$ cat src/rtl/core/ttb_pkg.sv
`timescale 1ns / 1ps
// ----------------------------------------------------------------------------
// ttb_pkg
// Shared constants and types for the triangle tangent basis core.
// ----------------------------------------------------------------------------
package ttb_pkg;

    // Width of every coordinate port and every result vector component port.
    localparam int IO_WIDTH = 32;

    // Default fixed-point format (Q16.16).
    localparam int COORD_WIDTH_DEF = 32;
    localparam int FRAC_BITS_DEF   = 16;

    // Step codes of the per-triangle sequence.
    localparam logic [2:0] STEP_DET    = 3'd0;
    localparam logic [2:0] STEP_TAN_X  = 3'd1;
    localparam logic [2:0] STEP_BIT_X  = 3'd4;
    localparam logic [2:0] STEP_LAST   = 3'd6;

    typedef enum logic [2:0] {
        ST_IDLE,
        ST_LAUNCH,
        ST_MUL_A,
        ST_MUL_B,
        ST_DIFF,
        ST_DIV,
        ST_OUT
    } ttb_state_t;

endpackage

$ cat src/rtl/core/ttb_serial_mul.sv
`timescale 1ns / 1ps
// ----------------------------------------------------------------------------
// ttb_serial_mul
// Signed shift-and-add multiplier, one multiplier bit per cycle.
// ----------------------------------------------------------------------------
module ttb_serial_mul #(
    parameter int EW = ttb_pkg::COORD_WIDTH_DEF + 1
) (
    input  logic                 clk,
    input  logic                 rst_n,
    input  logic                 start,
    input  logic signed [EW-1:0] op_a,
    input  logic signed [EW-1:0] op_b,
    output logic                 busy,
    output logic                 done,
    output logic signed [2*EW:0] prod
);
    localparam int CW = (EW > 1) ? $clog2(EW) : 1;
    localparam logic [CW-1:0] LAST = CW'(EW - 1);

    logic [EW-1:0]   mag_a_reg;
    logic [2*EW-1:0] acc_reg;
    logic            neg_reg;
    logic [CW-1:0]   cnt_reg;
    logic            busy_reg;
    logic            done_reg;
    logic [EW:0]     upper_sum;

    // Upper half plus the multiplicand when the current multiplier bit is set.
    assign upper_sum = {1'b0, acc_reg[2*EW-1:EW]} + (acc_reg[0] ? {1'b0, mag_a_reg} : '0);

    always_ff @(posedge clk or negedge rst_n)
    begin
        if (!rst_n)
        begin
            busy_reg <= 1'b0;
            done_reg <= 1'b0;
            cnt_reg  <= '0;
        end
        else
        begin
            done_reg <= 1'b0;
            if (start)
            begin
                busy_reg <= 1'b1;
                cnt_reg  <= '0;
            end
            else if (busy_reg)
            begin
                cnt_reg <= cnt_reg + 1'b1;
                if (cnt_reg == LAST)
                begin
                    busy_reg <= 1'b0;
                    done_reg <= 1'b1;
                end
            end
        end
    end

    always_ff @(posedge clk)
    begin
        if (start)
        begin
            mag_a_reg <= op_a[EW-1] ? EW'(-op_a) : EW'(op_a);
            acc_reg   <= {{EW{1'b0}}, (op_b[EW-1] ? EW'(-op_b) : EW'(op_b))};
            neg_reg   <= op_a[EW-1] ^ op_b[EW-1];
        end
        else if (busy_reg)
        begin
            acc_reg <= {upper_sum, acc_reg[EW-1:1]};
        end
    end

    assign busy = busy_reg;
    assign done = done_reg;
    assign prod = neg_reg ? -$signed({1'b0, acc_reg}) : $signed({1'b0, acc_reg});

endmodule

$ cat src/rtl/core/ttb_serial_div.sv
`timescale 1ns / 1ps
// ----------------------------------------------------------------------------
// ttb_serial_div
// Restoring divider on magnitudes, one quotient bit per cycle, with a sticky
// flag for quotient bits beyond the kept width.
// ----------------------------------------------------------------------------
module ttb_serial_div #(
    parameter int DW = 2 * ttb_pkg::COORD_WIDTH_DEF + 4,
    parameter int FB = ttb_pkg::FRAC_BITS_DEF,
    parameter int QW = ttb_pkg::COORD_WIDTH_DEF
) (
    input  logic          clk,
    input  logic          rst_n,
    input  logic          start,
    input  logic [DW-1:0] num_mag,
    input  logic [DW-1:0] den_mag,
    output logic          done,
    output logic [QW-1:0] quot,
    output logic          ovf
);
    localparam int NB = DW + FB;
    localparam int CW = $clog2(NB);
    localparam logic [CW-1:0] LAST = CW'(NB - 1);

    logic [NB-1:0] num_sh_reg;
    logic [DW-1:0] den_reg;
    logic [DW-1:0] rem_reg;
    logic [QW-1:0] quot_reg;
    logic          ovf_reg;
    logic [CW-1:0] cnt_reg;
    logic          busy_reg;
    logic          done_reg;
    logic [DW:0]   trial;
    logic [DW:0]   trial_sub;
    logic          fits;

    assign trial     = {rem_reg, num_sh_reg[NB-1]};
    assign trial_sub = trial - {1'b0, den_reg};
    assign fits      = trial >= {1'b0, den_reg};

    always_ff @(posedge clk or negedge rst_n)
    begin
        if (!rst_n)
        begin
            busy_reg <= 1'b0;
            done_reg <= 1'b0;
            cnt_reg  <= '0;
        end
        else
        begin
            done_reg <= 1'b0;
            if (start)
            begin
                busy_reg <= 1'b1;
                cnt_reg  <= '0;
            end
            else if (busy_reg)
            begin
                cnt_reg <= cnt_reg + 1'b1;
                if (cnt_reg == LAST)
                begin
                    busy_reg <= 1'b0;
                    done_reg <= 1'b1;
                end
            end
        end
    end

    always_ff @(posedge clk)
    begin
        if (start)
        begin
            num_sh_reg <= {num_mag, {FB{1'b0}}};
            den_reg    <= den_mag;
            rem_reg    <= '0;
            quot_reg   <= '0;
            ovf_reg    <= 1'b0;
        end
        else if (busy_reg)
        begin
            num_sh_reg <= {num_sh_reg[NB-2:0], 1'b0};
            rem_reg    <= fits ? trial_sub[DW-1:0] : trial[DW-1:0];
            ovf_reg    <= ovf_reg | quot_reg[QW-1];
            quot_reg   <= {quot_reg[QW-2:0], fits};
        end
    end

    assign done = done_reg;
    assign quot = quot_reg;
    assign ovf  = ovf_reg;

endmodule

$ cat src/rtl/core/triangle_tangent_basis_core.sv
`timescale 1ns / 1ps
// ----------------------------------------------------------------------------
// triangle_tangent_basis_core
// Per-triangle tangent and bitangent from vertex positions and texture
// coordinates, computed with a bit-serial multiplier and divider.
// ----------------------------------------------------------------------------
//
// Channel  | Signals                                  | Direction
// ---------+------------------------------------------+----------
// vertex   | vtx_valid, vtx_stall, pos_x..z, tex_u/v  | in
// result   | res_valid, res_stall, tangent_*,         | out
//          | bitangent_*, degenerate, saturated       |
//
// The first two vertices of a triangle are held and give no transaction. The
// third starts seven steps: the determinant, then the six components. Each
// step passes through a launch state, two serial multiplies and a difference
// state; a component step adds a serial divide. The default format is Q16.16.
// A zero determinant ends the sequence after the first step. Reset clears
// the held vertices and the slot counter. A stalled result waits in the
// output register while the next triangle's vertices are taken.
// ----------------------------------------------------------------------------
module triangle_tangent_basis_core #(
    parameter int COORD_WIDTH = ttb_pkg::COORD_WIDTH_DEF,
    parameter int FRAC_BITS   = ttb_pkg::FRAC_BITS_DEF
) (
    input  logic                               clk,
    input  logic                               rst_n,
    input  logic                               vtx_valid,
    output logic                               vtx_stall,
    input  logic [ttb_pkg::IO_WIDTH-1:0]        pos_x,
    input  logic [ttb_pkg::IO_WIDTH-1:0]        pos_y,
    input  logic [ttb_pkg::IO_WIDTH-1:0]        pos_z,
    input  logic [ttb_pkg::IO_WIDTH-1:0]        tex_u,
    input  logic [ttb_pkg::IO_WIDTH-1:0]        tex_v,
    output logic                               res_valid,
    input  logic                               res_stall,
    output logic signed [ttb_pkg::IO_WIDTH-1:0] tangent_x,
    output logic signed [ttb_pkg::IO_WIDTH-1:0] tangent_y,
    output logic signed [ttb_pkg::IO_WIDTH-1:0] tangent_z,
    output logic signed [ttb_pkg::IO_WIDTH-1:0] bitangent_x,
    output logic signed [ttb_pkg::IO_WIDTH-1:0] bitangent_y,
    output logic signed [ttb_pkg::IO_WIDTH-1:0] bitangent_z,
    output logic                               degenerate,
    output logic                               saturated
);
    localparam int W  = COORD_WIDTH;
    localparam int EW = W + 1;           // edge width
    localparam int PW = 2 * EW + 1;      // signed product width
    localparam int DW = PW + 1;          // signed difference width
    localparam int OW = ttb_pkg::IO_WIDTH;
    localparam logic [W-1:0] MAX_POS = {1'b0, {(W-1){1'b1}}};
    localparam logic [W-1:0] MAX_NEG = {1'b1, {(W-1){1'b0}}};

    ttb_pkg::ttb_state_t state_reg, state_next;

    logic [OW-1:0]        vin [5];
    logic [OW-1:0]        held_pos_reg [6];
    logic [OW-1:0]        held_tex_reg [4];
    logic [1:0]           vertex_slot_reg;
    logic signed [EW-1:0] dp1_reg [3];
    logic signed [EW-1:0] dp2_reg [3];
    logic signed [EW-1:0] du1_reg, dv1_reg, du2_reg, dv2_reg;
    logic [2:0]           step_reg;
    logic signed [PW-1:0] prod_a_reg;
    logic                 num_neg_reg;
    logic [DW-1:0]        num_mag_reg;
    logic                 det_neg_reg;
    logic [DW-1:0]        det_mag_reg;
    logic signed [W-1:0]  comp_reg [6];
    logic                 sat_reg;
    logic                 degen_reg;
    logic                 res_valid_reg;
    logic signed [OW-1:0] res_comp_reg [6];
    logic                 res_degen_reg;
    logic                 res_sat_reg;

    logic                 vtx_accept;
    logic                 third_vertex;
    logic                 out_free;
    logic                 mul_start, mul_busy, mul_done;
    logic signed [EW-1:0] mul_a, mul_b;
    logic signed [PW-1:0] mul_prod;
    logic signed [DW-1:0] diff;
    logic                 div_start, div_done, div_ovf;
    logic [W-1:0]         div_quot;
    logic                 comp_neg, comp_clamp;
    logic [W-1:0]         comp_limit, comp_mag;
    logic [1:0]           axis;

    assign vin[0] = pos_x;
    assign vin[1] = pos_y;
    assign vin[2] = pos_z;
    assign vin[3] = tex_u;
    assign vin[4] = tex_v;

    assign vtx_stall    = (state_reg != ttb_pkg::ST_IDLE);
    assign vtx_accept   = vtx_valid && !vtx_stall;
    assign third_vertex = vertex_slot_reg[1];
    assign out_free     = !res_valid_reg || !res_stall;

    // Operand selection. The second product of a step is chosen while the
    // first one finishes, so the select follows the MUL_A state.
    always_comb
    begin
        axis = 2'd0;
        if (step_reg >= ttb_pkg::STEP_BIT_X)
        begin
            axis = 2'(step_reg - ttb_pkg::STEP_BIT_X);
        end
        else if (step_reg >= ttb_pkg::STEP_TAN_X)
        begin
            axis = 2'(step_reg - ttb_pkg::STEP_TAN_X);
        end
        if (step_reg == ttb_pkg::STEP_DET)
        begin
            mul_a = (state_reg == ttb_pkg::ST_MUL_A) ? dv1_reg : du1_reg;
            mul_b = (state_reg == ttb_pkg::ST_MUL_A) ? du2_reg : dv2_reg;
        end
        else if (step_reg < ttb_pkg::STEP_BIT_X)
        begin
            mul_a = (state_reg == ttb_pkg::ST_MUL_A) ? dp2_reg[axis] : dp1_reg[axis];
            mul_b = (state_reg == ttb_pkg::ST_MUL_A) ? dv1_reg : dv2_reg;
        end
        else
        begin
            mul_a = (state_reg == ttb_pkg::ST_MUL_A) ? dp1_reg[axis] : dp2_reg[axis];
            mul_b = (state_reg == ttb_pkg::ST_MUL_A) ? du2_reg : du1_reg;
        end
    end

    ttb_serial_mul #(
        .EW (EW)
    ) u_mul (
        .clk   (clk),
        .rst_n (rst_n),
        .start (mul_start),
        .op_a  (mul_a),
        .op_b  (mul_b),
        .busy  (mul_busy),
        .done  (mul_done),
        .prod  (mul_prod)
    );

    ttb_serial_div #(
        .DW (DW),
        .FB (FRAC_BITS),
        .QW (W)
    ) u_div (
        .clk     (clk),
        .rst_n   (rst_n),
        .start   (div_start),
        .num_mag (num_mag_reg),
        .den_mag (det_mag_reg),
        .done    (div_done),
        .quot    (div_quot),
        .ovf     (div_ovf)
    );

    // Difference of the two products of the current step.
    assign diff = DW'(prod_a_reg) - DW'(mul_prod);

    // Sign, clamp and magnitude of a finished quotient.
    assign comp_neg   = (num_neg_reg ^ det_neg_reg) && ((div_quot != '0) || div_ovf);
    assign comp_limit = comp_neg ? MAX_NEG : MAX_POS;
    assign comp_clamp = div_ovf || (div_quot > comp_limit);
    assign comp_mag   = comp_clamp ? comp_limit : div_quot;

    // Next state. Every step enters through the launch state, so the first
    // product always sees the edges and the step code of that step.
    always_comb
    begin
        state_next = state_reg;
        unique case (state_reg)
            ttb_pkg::ST_IDLE:
            begin
                if (vtx_accept && third_vertex)
                begin
                    state_next = ttb_pkg::ST_LAUNCH;
                end
            end
            ttb_pkg::ST_LAUNCH:
            begin
                state_next = ttb_pkg::ST_MUL_A;
            end
            ttb_pkg::ST_MUL_A:
            begin
                if (mul_done)
                begin
                    state_next = ttb_pkg::ST_MUL_B;
                end
            end
            ttb_pkg::ST_MUL_B:
            begin
                if (mul_done)
                begin
                    state_next = ttb_pkg::ST_DIFF;
                end
            end
            ttb_pkg::ST_DIFF:
            begin
                if (step_reg == ttb_pkg::STEP_DET)
                begin
                    state_next = (num_mag_reg == '0) ? ttb_pkg::ST_OUT : ttb_pkg::ST_LAUNCH;
                end
                else
                begin
                    state_next = ttb_pkg::ST_DIV;
                end
            end
            ttb_pkg::ST_DIV:
            begin
                if (div_done)
                begin
                    state_next = (step_reg == ttb_pkg::STEP_LAST) ? ttb_pkg::ST_OUT
                                                                  : ttb_pkg::ST_LAUNCH;
                end
            end
            ttb_pkg::ST_OUT:
            begin
                if (out_free)
                begin
                    state_next = ttb_pkg::ST_IDLE;
                end
            end
            default:
            begin
                state_next = ttb_pkg::ST_IDLE;
            end
        endcase
    end

    // Unit start pulses.
    always_comb
    begin
        mul_start = 1'b0;
        div_start = 1'b0;
        unique case (state_reg)
            ttb_pkg::ST_LAUNCH:
            begin
                mul_start = 1'b1;
            end
            ttb_pkg::ST_MUL_A:
            begin
                mul_start = mul_done;
            end
            ttb_pkg::ST_DIFF:
            begin
                div_start = (step_reg != ttb_pkg::STEP_DET);
            end
            default:
            begin
                mul_start = 1'b0;
            end
        endcase
    end

    always_ff @(posedge clk or negedge rst_n)
    begin
        if (!rst_n)
        begin
            state_reg       <= ttb_pkg::ST_IDLE;
            vertex_slot_reg <= '0;
            res_valid_reg   <= 1'b0;
            for (int i = 0; i < 6; i++)
            begin
                held_pos_reg[i] <= '0;
            end
            for (int i = 0; i < 4; i++)
            begin
                held_tex_reg[i] <= '0;
            end
        end
        else
        begin
            state_reg <= state_next;
            if (vtx_accept)
            begin
                if (third_vertex)
                begin
                    vertex_slot_reg <= '0;
                end
                else
                begin
                    vertex_slot_reg <= vertex_slot_reg + 1'b1;
                    for (int i = 0; i < 3; i++)
                    begin
                        held_pos_reg[3 * vertex_slot_reg[0] + i] <= vin[i];
                    end
                    held_tex_reg[2 * vertex_slot_reg[0]]     <= vin[3];
                    held_tex_reg[2 * vertex_slot_reg[0] + 1] <= vin[4];
                end
            end
            if (state_reg == ttb_pkg::ST_OUT && out_free)
            begin
                res_valid_reg <= 1'b1;
            end
            else if (!res_stall)
            begin
                res_valid_reg <= 1'b0;
            end
        end
    end

    // Datapath registers.
    always_ff @(posedge clk)
    begin
        if (state_reg == ttb_pkg::ST_IDLE && vtx_accept && third_vertex)
        begin
            for (int i = 0; i < 3; i++)
            begin
                dp1_reg[i] <= EW'($signed(held_pos_reg[3 + i][W-1:0]))
                            - EW'($signed(held_pos_reg[i][W-1:0]));
                dp2_reg[i] <= EW'($signed(vin[i][W-1:0]))
                            - EW'($signed(held_pos_reg[i][W-1:0]));
            end
            du1_reg <= EW'($signed(held_tex_reg[2][W-1:0])) - EW'($signed(held_tex_reg[0][W-1:0]));
            dv1_reg <= EW'($signed(held_tex_reg[3][W-1:0])) - EW'($signed(held_tex_reg[1][W-1:0]));
            du2_reg <= EW'($signed(vin[3][W-1:0])) - EW'($signed(held_tex_reg[0][W-1:0]));
            dv2_reg <= EW'($signed(vin[4][W-1:0])) - EW'($signed(held_tex_reg[1][W-1:0]));
            step_reg  <= ttb_pkg::STEP_DET;
            sat_reg   <= 1'b0;
            degen_reg <= 1'b0;
            for (int i = 0; i < 6; i++)
            begin
                comp_reg[i] <= '0;
            end
        end
        if (state_reg == ttb_pkg::ST_MUL_A && mul_done)
        begin
            prod_a_reg <= mul_prod;
        end
        if (state_reg == ttb_pkg::ST_MUL_B && mul_done)
        begin
            num_neg_reg <= diff[DW-1];
            num_mag_reg <= diff[DW-1] ? DW'(-diff) : DW'(diff);
        end
        if (state_reg == ttb_pkg::ST_DIFF && step_reg == ttb_pkg::STEP_DET)
        begin
            det_neg_reg <= num_neg_reg;
            det_mag_reg <= num_mag_reg;
            if (num_mag_reg == '0)
            begin
                degen_reg <= 1'b1;
            end
            else
            begin
                step_reg <= ttb_pkg::STEP_TAN_X;
            end
        end
        if (state_reg == ttb_pkg::ST_DIV && div_done)
        begin
            comp_reg[step_reg - ttb_pkg::STEP_TAN_X] <= comp_neg ? $signed(-comp_mag)
                                                                 : $signed(comp_mag);
            sat_reg <= sat_reg | comp_clamp;
            if (step_reg != ttb_pkg::STEP_LAST)
            begin
                step_reg <= step_reg + 1'b1;
            end
        end
        if (state_reg == ttb_pkg::ST_OUT && out_free)
        begin
            for (int i = 0; i < 6; i++)
            begin
                res_comp_reg[i] <= OW'(comp_reg[i]);
            end
            res_degen_reg <= degen_reg;
            res_sat_reg   <= sat_reg;
        end
    end

    assign res_valid   = res_valid_reg;
    assign tangent_x   = res_comp_reg[0];
    assign tangent_y   = res_comp_reg[1];
    assign tangent_z   = res_comp_reg[2];
    assign bitangent_x = res_comp_reg[3];
    assign bitangent_y = res_comp_reg[4];
    assign bitangent_z = res_comp_reg[5];
    assign degenerate  = res_degen_reg;
    assign saturated   = res_sat_reg;

    // A degenerate triangle carries zero vectors and no saturation.
    assert property (@(posedge clk) disable iff (!rst_n)
        res_valid && degenerate |-> !saturated && tangent_x == '0 && bitangent_z == '0)
        else $error("degenerate result with nonzero content");

    // Neither unit is started while the multiplier has a product in progress.
    assert property (@(posedge clk) disable iff (!rst_n)
        mul_busy |-> !mul_start && !div_start)
        else $error("unit started while multiplier busy");

    // Vertices are only taken with the sequencer idle; a third one starts the sequence and clears the slot counter.
    assert property (@(posedge clk) disable iff (!rst_n)
        vtx_accept && third_vertex |=> state_reg == ttb_pkg::ST_LAUNCH && vertex_slot_reg == '0)
        else $error("third vertex did not start the sequence");

    // A result is only loaded when the output register is free, so a stalled result holds.
    assert property (@(posedge clk) disable iff (!rst_n)
        res_valid && res_stall |=> res_valid && $stable(tangent_x) && $stable(saturated))
        else $error("pending result overwritten");

endmodule
$ cat config.mk
export PLATFORM = sky130hd
export DESIGN_NAME = triangle_tangent_basis_core
export DESIGN_NICKNAME = d
export VERILOG_FILES = /design/src/rtl/core/ttb_pkg.sv /design/src/rtl/core/ttb_serial_mul.sv /design/src/rtl/core/ttb_serial_div.sv /design/src/rtl/core/triangle_tangent_basis_core.sv
export SDC_FILE = /design/constraint.sdc
export NUM_CORES = 2
export LEC_CHECK = 0
export CORE_MARGIN = 2
export CORE_UTILIZATION = 31
export DETAILED_ROUTE_END_ITERATION = 12
export DONT_BUFFER_PORTS = 1
export GPL_TIMING_DRIVEN = 0
export PLACE_DENSITY = 0.48
export SYNTH_ARGS = -nofsm -noshare
export SYNTH_HDL_FRONTEND = slang
export SYNTH_SLANG_ARGS = --single-unit
$ cat constraint.sdc
create_clock -name clk -period 17.3 [get_ports clk]
set_clock_uncertainty 0.15 [all_clocks]
set_input_delay 3.46 -clock clk [delete_from_list [all_inputs] [get_ports clk]]
set_output_delay 3.46 -clock clk [all_outputs]
set_load 0.01 [all_outputs]
==> run summary <==
Detailed routing
- wire length per cell: 21.4 µm
- post-detailed-routing wire length: 268000 µm
- count of vias placed by the detailed router: 62.8k
- drt via density: 5.03
- total DRC errors in the routed layout: 0
- Antenna Violating Nets Remaining: 0
- violation count after the first detailed-routing iteration: 4512
- count of TritonRoute iterations in the first routing pass: 5

Yosys
- yosys synthesis warning count: 0
- Post-Synthesis Net Count: 9076
- FF+latch count, synth: 1606
- async set-or-reset flop fraction in the synthesized netlist: 0.214
- proportion of netlist area held by the largest area contributor: 0.382
- most common flop cell mapped by yosys: edfxtp_1
- mean cell area of the mapped netlist: 10.6 µm²
- dominant cells by area after synthesis: edfxtp_1, dfrtp_1, ha_1, xnor2_1, nand2_1
- number of distinct standard cells referenced by the synthesized netlist: 104
- synthesized instance count: 8369
- post-synthesis instance area: 88300 µm²
- sequential cell area fraction in the yosys report: 0.511
- number of enable-type register cells in the synthesized netlist: 1125
- biggest area consumer among synthesized cells: edfxtp_1

CTS
- Clock transition at path regs: 0.06 ns
- worst-skew pair later-pin latency: 0.87 ns
- CTS tree: done
- hold-fix buffer count after cts: 0
- Setup Buffers After CTS: 0
- clock tree root buffer cell: clkbuf_16
- Num CTS Buffers: 190
- clock buffer depth: 4
- Num Clock Sinks: 1606
- count of H-tree levels built during CTS: 4
- PostCTS Resize Cnt: 0

Layout
- fin area: 99900 µm²
- share of post-route cells with drive strength above 1: 0.0763
- number of filler cells placed in the layout: 28.1k
- final net count: 9299
- post-synthesis to final-layout area growth: 13.1%
- combined area of the multi-input logic cells: 40200 µm²
- combined flip-flop and latch cell area: 45100 µm²

Die
- starting density of the core: 0.312
- vertical die dimension: 538 µm
- Row Count: 195
- horizontal die dimension: 538 µm
- core region area: 283000 µm²
- Top-Level Pins: 360
- full die area: 289000 µm²

Placement
- count of buffers inserted at the top-level ports: 0
- DP Worst Slack: 7.93 ns
- Routability Congestion: 0.921
- total cell area at the placement stage: 93700 µm²
- sum of net half-perimeters after detailed placement: 210000 µm

Timing
- maximum clock frequency: 0.107 GHz
- measured slew at the worst slew-check pin: 1.40 ns
- count of final hold-check violations: 0
- worst path setup slack after routing: 7.94 ns
- Tcrit/Tclk final: 0.541
- time the worst path needs with I/O delays and setup: 9.36 ns
- number of slew-limit violations in the final report: 0
- final number of setup-violating endpoints: 0
- max-slew headroom at the worst pin: 0.0573
- setup repair after global routing missed its margin: false

Global routing
- total congestion overflow after global routing: 0
- Global Route Usage Sum: 0.181
- antenna violations before repair: 4
- pin count of the biggest net entering global routing: 344
- via count of the first global-routing pass: 63.1k
- wire length of the first global-routing pass: 399000 µm

Worst setup path
- number of cell instances on the worst register-to-register path: 33
- Data arrival, critical path: 9.76 ns
- top fanout value on the critical path: 39
- R2R Path Start: u_div.quot[2]$_SDFFE_PP0P_
- R2R Path End: comp_reg[1][30]$_SDFFCE_PN0P_
- cell repeated most along the worst path: clkbuf_1
- kind of start point of the critical path: register
- type of the worst setup path: register to register
- beginning of the critical path: u_div.quot[2]$_SDFFE_PP0P_
- slowest cell on the critical path: o31ai_1
- critical path's largest stage delay: 1.02 ns
- critical path capture point type: register
- Worst Setup EP: comp_reg[1][30]$_SDFFCE_PN0P_
- flop2flop setup slack: 7.94 ns
- critical path data required time: 17.70 ns

Outcome
- outcome: finished, final reports clean

Power and ir drop
- power density normalized to cell area: 207 nW/µm²
- Max IR drop VDD: 0.0000989 V
- total leakage power: 38.9 nW

Worst hold path
- class of the worst hold path: register to register

Run
- total of max-cap violations: 0

## cells in the mapped netlist (53+ instances only)
| cell | number |
|---|---|
| nand3_1 | 106 |
| nand4_1 | 53 |
| nand2b_1 | 98 |
| and2_1 | 80 |
| a211oi_1 | 138 |
| mux2_2 | 180 |
| a31oi_1 | 116 |
| o21bai_1 | 56 |
| dfxtp_1 | 138 |
| dfrtp_1 | 343 |
| ha_1 | 530 |
| o21ai_0 | 578 |
| o21a_1 | 67 |
| mux2i_1 | 137 |
| nand2_1 | 919 |
| a21o_1 | 183 |
| nor2b_1 | 108 |
| clkbuf_1 | 252 |
| nor3_1 | 108 |
| xor2_1 | 180 |
| or3_1 | 55 |
| edfxtp_1 | 1125 |
| a21oi_1 | 507 |
| inv_1 | 523 |
| xnor2_1 | 417 |
| nor2_1 | 713 |
## how the worst min path moves through the flow
| stage | from | to | slack, ns | cells past startpoint |
|---|---|---|---|---|
| after floorplan | comp_reg[0][0]$_SDFFCE_PN0P_ | res_comp_reg[0][0]$_DFFE_PP_ | 0.25 | 0 |
| after global placement | comp_reg[3][17]$_SDFFCE_PN0P_ | res_comp_reg[3][17]$_DFFE_PP_ | 0.25 | 0 |
| after detailed placement | comp_reg[0][19]$_SDFFCE_PN0P_ | res_comp_reg[0][19]$_DFFE_PP_ | 0.25 | 0 |
| after CTS | det_mag_reg[67]$_DFFE_PP_ | u_div.den_reg[67]$_DFFE_PP_ | 0.22 | 0 |
| after global routing | det_mag_reg[67]$_DFFE_PP_ | u_div.den_reg[67]$_DFFE_PP_ | 0.24 | 0 |
| final | det_mag_reg[67]$_DFFE_PP_ | u_div.den_reg[67]$_DFFE_PP_ | 0.23 | 0 |
## worst max-delay path: cells and delay by family (launching register included)
family          cells  cell delay (ns)
fa+ha+maj           2             0.67
compound gates     13             3.31
simple gates       13             3.01
buf+inv             5             1.57
flops               1             0.31
## metrics by stage
step	std cells	power, mW	utilization	hold slack, ns	TNS (ns)
global placement	12112	16.6	0.329	0.252	-202.62
finish	12491	20.7	0.353	0.226	0
global route	12488	22.3	0.353	0.239	0
CTS	12488	20.8	0.353	0.225	0
detailed placement	12143	16.7	0.331	0.255	0
floorplan	8369	13.7	-	0.250	0
## layer usage
metal / vias to the layer above / GRT usage / part of all wire
met4: 2 / 0.0582 / 0.032
met2: 1521 / 0.306 / 0.47
met5: - / 0 / 0.000067
li1: 30548 / - / -
met1: 30306 / 0.227 / 0.43
met3: 422 / 0.0434 / 0.065
## power breakdown
part / leakage (nW) / switching, mW / internal (mW)
Sequential: 15.8 / 0.421 / 5.41
Clock: 3.01 / 1.65 / 2.36
Combinational: 20.1 / 6.55 / 4.28
## placed cells by master, fill, tap and decap left out, types with 37 or more instances in the layout
master        n
ha_1        530
o21bai_1     56
nand2_1     913
a21oi_1     506
and3_1       45
mux2i_1     137
nor3_1      106
clkbuf_1    285
a211oi_1    138
nor2b_1     108
nand4_1      53
and2_1       79
xnor2_1     417
mux2_2      180
nand3_1     105
o31ai_1      45
or2_2        39
dfxtp_1     138
nor2_1      713
clkbuf_16   195
o21a_1       67
a21o_1      183
edfxtp_1   1125
o21ai_0     578
a31oi_1     116
xor2_1      180
nand2b_1     97
dfrtp_1     343
inv_1       522
nor4_1       42
or3_1        55
clkinv_2     37
mux4_2       42
## area by class of cell
cell class | count | share of cell area
flip-flops and latches | 1606 | 0.452
repair buffers | 31 | 0.00605
plain buffers | 299 | 0.0114
diodes | 3 | 0.0000752
multi-input cells | 5938 | 0.402
clock buffers | 242 | 0.0517
clock inverters | 103 | 0.00992
inverters | 526 | 0.0198
well taps | 3743 | 0.0469
## kinds of logic (layout without fill, tap and decap cells)
family                     after synthesis  after routing  share of synthesized area
xor gates and xnor gates               601            601                     0.0602
muxes                                  360            360                     0.0493
DFF                                   1606           1606                      0.511
other                                    0              3                          0
AOI/OAI and AO/OA                     1957           1957                      0.137
adders and majority gates              546            546                     0.0784
and+or+nand+nor                       2474           2474                      0.129
buffers and inverters                  825           1201                     0.0352
Power figures use the tool's default switching activity.
